### src/hdl/qfb_pkg.sv
// ----------------------------------------------------------------------------
// qfb_pkg: quaternion-from-basis-vectors shared definitions
// Field widths, internal datapath widths, fixed-point constants and the
// side-band record that travels with each beat down the pipeline.
// ----------------------------------------------------------------------------
package qfb_pkg;

    localparam int IN_W    = 16;   // Q2.14 input component
    localparam int OUT_W   = 16;   // Q2.14 output component
    localparam int PROD_W  = 32;   // 16x16 signed product
    localparam int N_W     = 33;   // cross product component, Q.28
    localparam int C_W     = 34;   // unnormalized quaternion component, Q.28
    localparam int MAG_W   = 33;   // |component|
    localparam int SMAG_W  = 31;   // |component| after range shift, < 2^31
    localparam int SQR_W   = 62;   // square of a shifted magnitude
    localparam int SUM_W   = 64;   // sum of four squares
    localparam int ROOT_W  = 32;   // floor(sqrt(sum))
    localparam int REM_W   = 35;   // square-root partial remainder
    localparam int QUO_W   = 15;   // output magnitude bits (0..16384)
    localparam int DIV_W   = 33;   // divisor 2*norm
    localparam int DREM_W  = 34;   // divider partial remainder

    localparam int SQRT_STEPS_DEF = 2;  // root bits per stage
    localparam int DIV_STEPS_DEF  = 2;  // quotient bits per stage

    typedef logic signed [IN_W-1:0]  in_t;
    typedef logic signed [OUT_W-1:0] out_t;
    typedef logic signed [C_W-1:0]   cval_t;

    localparam cval_t Q28_ONE   = cval_t'(1 << 28);
    localparam cval_t TRACE_MIN = cval_t'(1 << 15);
    localparam out_t  OUT_ONE   = out_t'(16384);

    typedef struct packed {
        logic [3:0][SMAG_W-1:0] mag;
        logic [3:0]             neg;
        logic                   ident;
    } side_t;

endpackage

### src/hdl/qfb_sqrt.sv
// ----------------------------------------------------------------------------
// qfb_sqrt: pipelined integer square root
// Digit-by-digit floor square root, STEPS root bits per stage.
// ----------------------------------------------------------------------------
module qfb_sqrt #(
    parameter int STEPS = qfb_pkg::SQRT_STEPS_DEF
) (
    input  logic                         clk,
    input  logic                         rst_n,
    input  logic                         in_valid,
    output logic                         in_ready,
    input  logic [qfb_pkg::SUM_W-1:0]    in_sumsq,
    input  qfb_pkg::side_t               in_side,
    output logic                         out_valid,
    input  logic                         out_ready,
    output logic [qfb_pkg::ROOT_W-1:0]   out_norm,
    output qfb_pkg::side_t               out_side
);

    localparam int NST = (qfb_pkg::ROOT_W + STEPS - 1) / STEPS;

    logic [NST-1:0] v_reg, v_src;
    logic [NST:0]   rdy;

    logic [qfb_pkg::SUM_W-1:0]  x_reg [NST], x_next [NST], x_src [NST];
    logic [qfb_pkg::REM_W-1:0]  r_reg [NST], r_next [NST], r_src [NST];
    logic [qfb_pkg::ROOT_W-1:0] q_reg [NST], q_next [NST], q_src [NST];
    qfb_pkg::side_t             s_reg [NST], s_src [NST];

    always_comb
    begin
        rdy[NST] = out_ready;
        for (int i = NST - 1; i >= 0; i--)
        begin
            rdy[i] = !v_reg[i] || rdy[i+1];
        end
        v_src[0] = in_valid;
        x_src[0] = in_sumsq;
        r_src[0] = '0;
        q_src[0] = '0;
        s_src[0] = in_side;
        for (int i = 1; i < NST; i++)
        begin
            v_src[i] = v_reg[i-1];
            x_src[i] = x_reg[i-1];
            r_src[i] = r_reg[i-1];
            q_src[i] = q_reg[i-1];
            s_src[i] = s_reg[i-1];
        end
    end

    always_comb
    begin
        logic [qfb_pkg::SUM_W-1:0]  x;
        logic [qfb_pkg::REM_W-1:0]  r, t;
        logic [qfb_pkg::ROOT_W-1:0] q;
        for (int st = 0; st < NST; st++)
        begin
            x = x_src[st];
            r = r_src[st];
            q = q_src[st];
            for (int s = 0; s < STEPS; s++)
            begin
                if (st * STEPS + s < qfb_pkg::ROOT_W)
                begin
                    r = {r[qfb_pkg::REM_W-3:0], x[qfb_pkg::SUM_W-1 -: 2]};
                    x = {x[qfb_pkg::SUM_W-3:0], 2'b00};
                    t = qfb_pkg::REM_W'({q, 2'b01});
                    if (r >= t)
                    begin
                        r = r - t;
                        q = {q[qfb_pkg::ROOT_W-2:0], 1'b1};
                    end
                    else
                    begin
                        q = {q[qfb_pkg::ROOT_W-2:0], 1'b0};
                    end
                end
            end
            x_next[st] = x;
            r_next[st] = r;
            q_next[st] = q;
        end
    end

    assign in_ready  = rdy[0];
    assign out_valid = v_reg[NST-1];
    assign out_norm  = q_reg[NST-1];
    assign out_side  = s_reg[NST-1];

    always_ff @(posedge clk or negedge rst_n)
    begin
        if (!rst_n)
        begin
            v_reg <= '0;
        end
        else
        begin
            for (int i = 0; i < NST; i++)
            begin
                if (rdy[i])
                begin
                    v_reg[i] <= v_src[i];
                end
            end
        end
    end

    always_ff @(posedge clk)
    begin
        for (int i = 0; i < NST; i++)
        begin
            if (rdy[i])
            begin
                x_reg[i] <= x_next[i];
                r_reg[i] <= r_next[i];
                q_reg[i] <= q_next[i];
                s_reg[i] <= s_src[i];
            end
        end
    end

endmodule

### config.mk
export PLATFORM = sky130hd
export DESIGN_NAME = qfb_sqrt
export DESIGN_NICKNAME = d
export VERILOG_FILES = /design/src/hdl/qfb_pkg.sv /design/src/hdl/qfb_sqrt.sv
export SDC_FILE = /design/constraint.sdc
export NUM_CORES = 2
export LEC_CHECK = 0
export ABC_AREA = 1
export CORE_MARGIN = 8
export CORE_UTILIZATION = 55
export CTS_CLUSTER_DIAMETER = 60
export CTS_CLUSTER_SIZE = 12
export DETAILED_ROUTE_END_ITERATION = 10
export DONT_BUFFER_PORTS = 1
export MAX_ROUTING_LAYER = met4
export PLACE_DENSITY = 0.68
export SLEW_MARGIN = 20
export SYNTH_ARGS = -nofsm -noshare
export SYNTH_HDL_FRONTEND = slang
export SYNTH_MEMORY_MAX_BITS = 65536
export SYNTH_SLANG_ARGS = --single-unit
### constraint.sdc
create_clock -name clk -period 74.9 [get_ports clk]
set_clock_uncertainty 0.15 [all_clocks]
set_input_delay 11.235 -clock clk [delete_from_list [all_inputs] [get_ports clk]]
set_output_delay 11.235 -clock clk [all_outputs]
set_load 0.02 [all_outputs]
==> results by group <==
Clock network
  • H-tree depth: 5
  • CTS tree: done
  • CTS Hold Buffers Added: 0
  • Clk pin slew, worst setup/hold paths: 0.06 ns
  • CTS resizes: 0
  • Clock Latency Late Sink: 0.93 ns
  • CTS root buffer: clkbuf_16
  • Post-CTS Setup Bufs: 0
  • Cts bufs inserted: 343
  • Clk sinks: 3305
  • Clock buffer depth: 4

Layout
  • Area growth syn-to-layout: 8.60%
  • Commonest non-fill, non-tap cells in the layout: 3391 x nand2_1, 3289 x edfxtp_1, 1677 x inv_1
  • Non-Filler Instances: 18300
  • Most common cell after layout, fill and taps aside: nand2_1
  • Finished Cell Area: 0.169 mm2
  • Share of layout cells above drive strength 1: 0.0603
  • Largest register FFs: 2064
  • Final net count: 15200
  • Fin util: 0.599

Synth
  • Avg Cell Area, Syn: 10.8 um2
  • Sequential area share after synthesis: 0.639
  • Syn Std Cell Area: 0.155 mm2
  • Post-synth EDFFs: 3289
  • Netlist cell types: 75
  • Synthesized flop and latch total: 3305
  • Ys Warns: 0
  • Asr flop ratio synth: 0.00484
  • Mapped Cells: 14300
  • Synth Flop Type: edfxtp_1

Floorplanning
  • Placeable Area: 0.282 mm2
  • Die W: 547 um
  • Die height: 547 um
  • Top Ports: 360
  • Rows: 195
  • Die area: 0.299 mm2
  • Starting Density: 0.551

Critical path
  • Reg2reg start: v_reg[15]
  • Worst EP arrival: 20.15 ns
  • Crit path capture type: primary output
  • Worst Reg2Reg Path Length in Cells: 22
  • Crit-path max FO: 101
  • Reg2Reg Setup Slack: 63.59 ns
  • Crit Path Class: in -> out
  • Reg-to-reg endpoint: x_reg[0][29]
  • CP Launch Point: out_ready
  • Crit path capture: in_ready
  • Setup crit start kind: primary input
  • Req. time, crit path: 63.51 ns

GRT
  • Largest net degree at the start of global routing: 126
  • First-pass GRT wire length: 575 mm
  • Grt ovf: 0
  • Gr usage total: 0.258
  • Initial antenna violation count: 19
  • Vias in the first global route: 94400

Route
  • Wire per inst: 21.1 um
  • DRT iter0 DRCs: 9192
  • Final WL: 387 mm
  • DR vias: 99900
  • Drt drc: 0
  • DR vias/cell: 5.45
  • Antenna-violating nets left: 0
  • DRT Pass-1 Iters: 7

Place
  • Port Buffers: 0
  • Gp weighted congestion: 1.00
  • Dpl hpwl: 296 mm
  • Placed Cells: 17800
  • Dpl ws: 43.07 ns
  • Placed cell area: 0.159 mm2

STA
  • Period utilization: 0.421
  • Final hold violation count: 0
  • Fmax: 0.0317 GHz
  • Endpoints failing setup: 0
  • Max-slew headroom: 0.244
  • TNS Setup: 0 ns
  • RSZ-0062 raised after global routing: false
  • Final min period: 31.54 ns
  • Slew Viols, Final: 0
  • Worst-margin pin slew: 1.13 ns
  • Post-route setup slack: 43.36 ns

Run status
  • Outcome: finished, final reports clean

Power and ir drop
  • Peak supply drop: 0.0000263 V
  • Pwr per Cell Area: 32.9 mW/mm2
  • Pleak: 70.3 nW

Hold path
  • Class of the worst hold path: reg -> reg

Flow run
  • Max-cap violation count: 0
## metrics by stage
| step | power [mW] | hold WS, ns |
|---|---|---|
| after global routing | 5.82 | 0.236 |
| after CTS | 5.57 | 0.227 |
| after floorplan | 3.57 | 0.250 |
| after detailed placement | 4.01 | 0.255 |
| final | 5.54 | 0.226 |
| after global placement | 4.00 | 0.250 |
## cell type report
type,count,area (um2)
tap,3743,4680
clock inverter,86,1190
sequential,3305,99200
inverter,1746,6630
antenna,7,17.5
fill,23200,113000
multi-input combinational,8997,47600
clock buffer,389,8810
timing repair buffer,51,408
## layer usage
layer / track usage / routed length, um
met5: - / 0
met4: 0.0686 / 10900
met3: 0.0302 / 22900
met2: 0.417 / 183000
met1: 0.351 / 170000
## power breakdown
| group | switching, mW | internal [mW] | total (mW) |
|---|---|---|---|
| combinational | 0.927 | 0.400 | 1.33 |
| sequential | 0.221 | 2.44 | 2.66 |
| clock | 0.681 | 0.868 | 1.55 |
## worst max-delay path, stage by stage
cell and delay, ns:
nor2_1 0.25, inv_6 0.32, nor2_1 0.41, inv_8 0.27, nor2_1 0.52, nand2_4 0.41
nor2_2 0.42, nand2_4 0.38, nor2_1 0.55, nand2_4 0.50, nor2_2 0.46, nand2_4 0.58
nor2_1 0.68, nand2_4 0.67, nor2_2 0.54, nand2_4 0.52, nor2_1 0.64, nand2_4 0.58
## Yosys cell counts (5+ instances only)
master,n,area share
a211oi_1,9,0.00044
a21boi_0,21,0.0010
a21o_1,37,0.0018
a21oi_1,646,0.021
a21oi_2,60,0.0034
a31o_2,5,0.00028
a31oi_1,45,0.0018
and2_1,18,0.00073
and3_1,18,0.00073
buf_1,7,0.00017
buf_2,26,0.00084
buf_4,155,0.0075
buf_6,32,0.0023
clkbuf_1,45,0.0011
dfrtp_1,16,0.0026
edfxtp_1,3289,0.64
ha_1,557,0.045
inv_1,1686,0.041
inv_2,53,0.0013
nand2_1,3398,0.082
nand2_2,61,0.0025
nand2_4,6,0.00044
nand3_1,760,0.025
nand3_2,40,0.0026
nand3b_1,59,0.0029
nand4_1,204,0.0082
nor2_1,1284,0.031
nor2_2,51,0.0021
nor2_4,26,0.0019
nor3_1,175,0.0056
nor3_2,5,0.00032
nor3b_1,9,0.00044
nor4_1,31,0.0012
o2111ai_1,5,0.00028
o211ai_1,15,0.00073
o21a_1,54,0.0026
o21ai_0,610,0.020
o21ai_1,96,0.0031
o21ai_2,23,0.0013
o21bai_1,61,0.0030
o31ai_1,5,0.00024
or2_1,6,0.00024
or2_2,38,0.0015
xnor2_1,283,0.016
xor2_1,229,0.013
## worst min path at each step
| stage | startpoint | end | slack, ns | cells after the start |
|---|---|---|---|---|
| 5_1_grt | s_reg[0][850] | s_reg[0][979] | 0.24 | 0 |
| 3_5_place_dp | s_reg[0][876] | s_reg[0][1005] | 0.25 | 0 |
| 3_3_place_gp | s_reg[0][396] | s_reg[0][525] | 0.25 | 0 |
| 6_report | s_reg[0][296] | s_reg[0][425] | 0.23 | 0 |
| 4_1_cts | s_reg[0][642] | s_reg[0][771] | 0.23 | 0 |
| 2_1_floorplan | s_reg[0][871] | s_reg[0][1000] | 0.25 | 0 |
## logic make-up after synthesis
logic type | count (synthesis) | synth area share
compound gates | 1715 | 0.0619
xor+xnor | 513 | 0.0290
other cells | 1 | 0.0000242
mux | 2 | 0.000129
buf+inv | 2013 | 0.0544
simple gates | 6207 | 0.171
flops | 3305 | 0.639
fa+ha+maj | 557 | 0.0449
No activity file was read; power rests on OpenSTA's default activity.
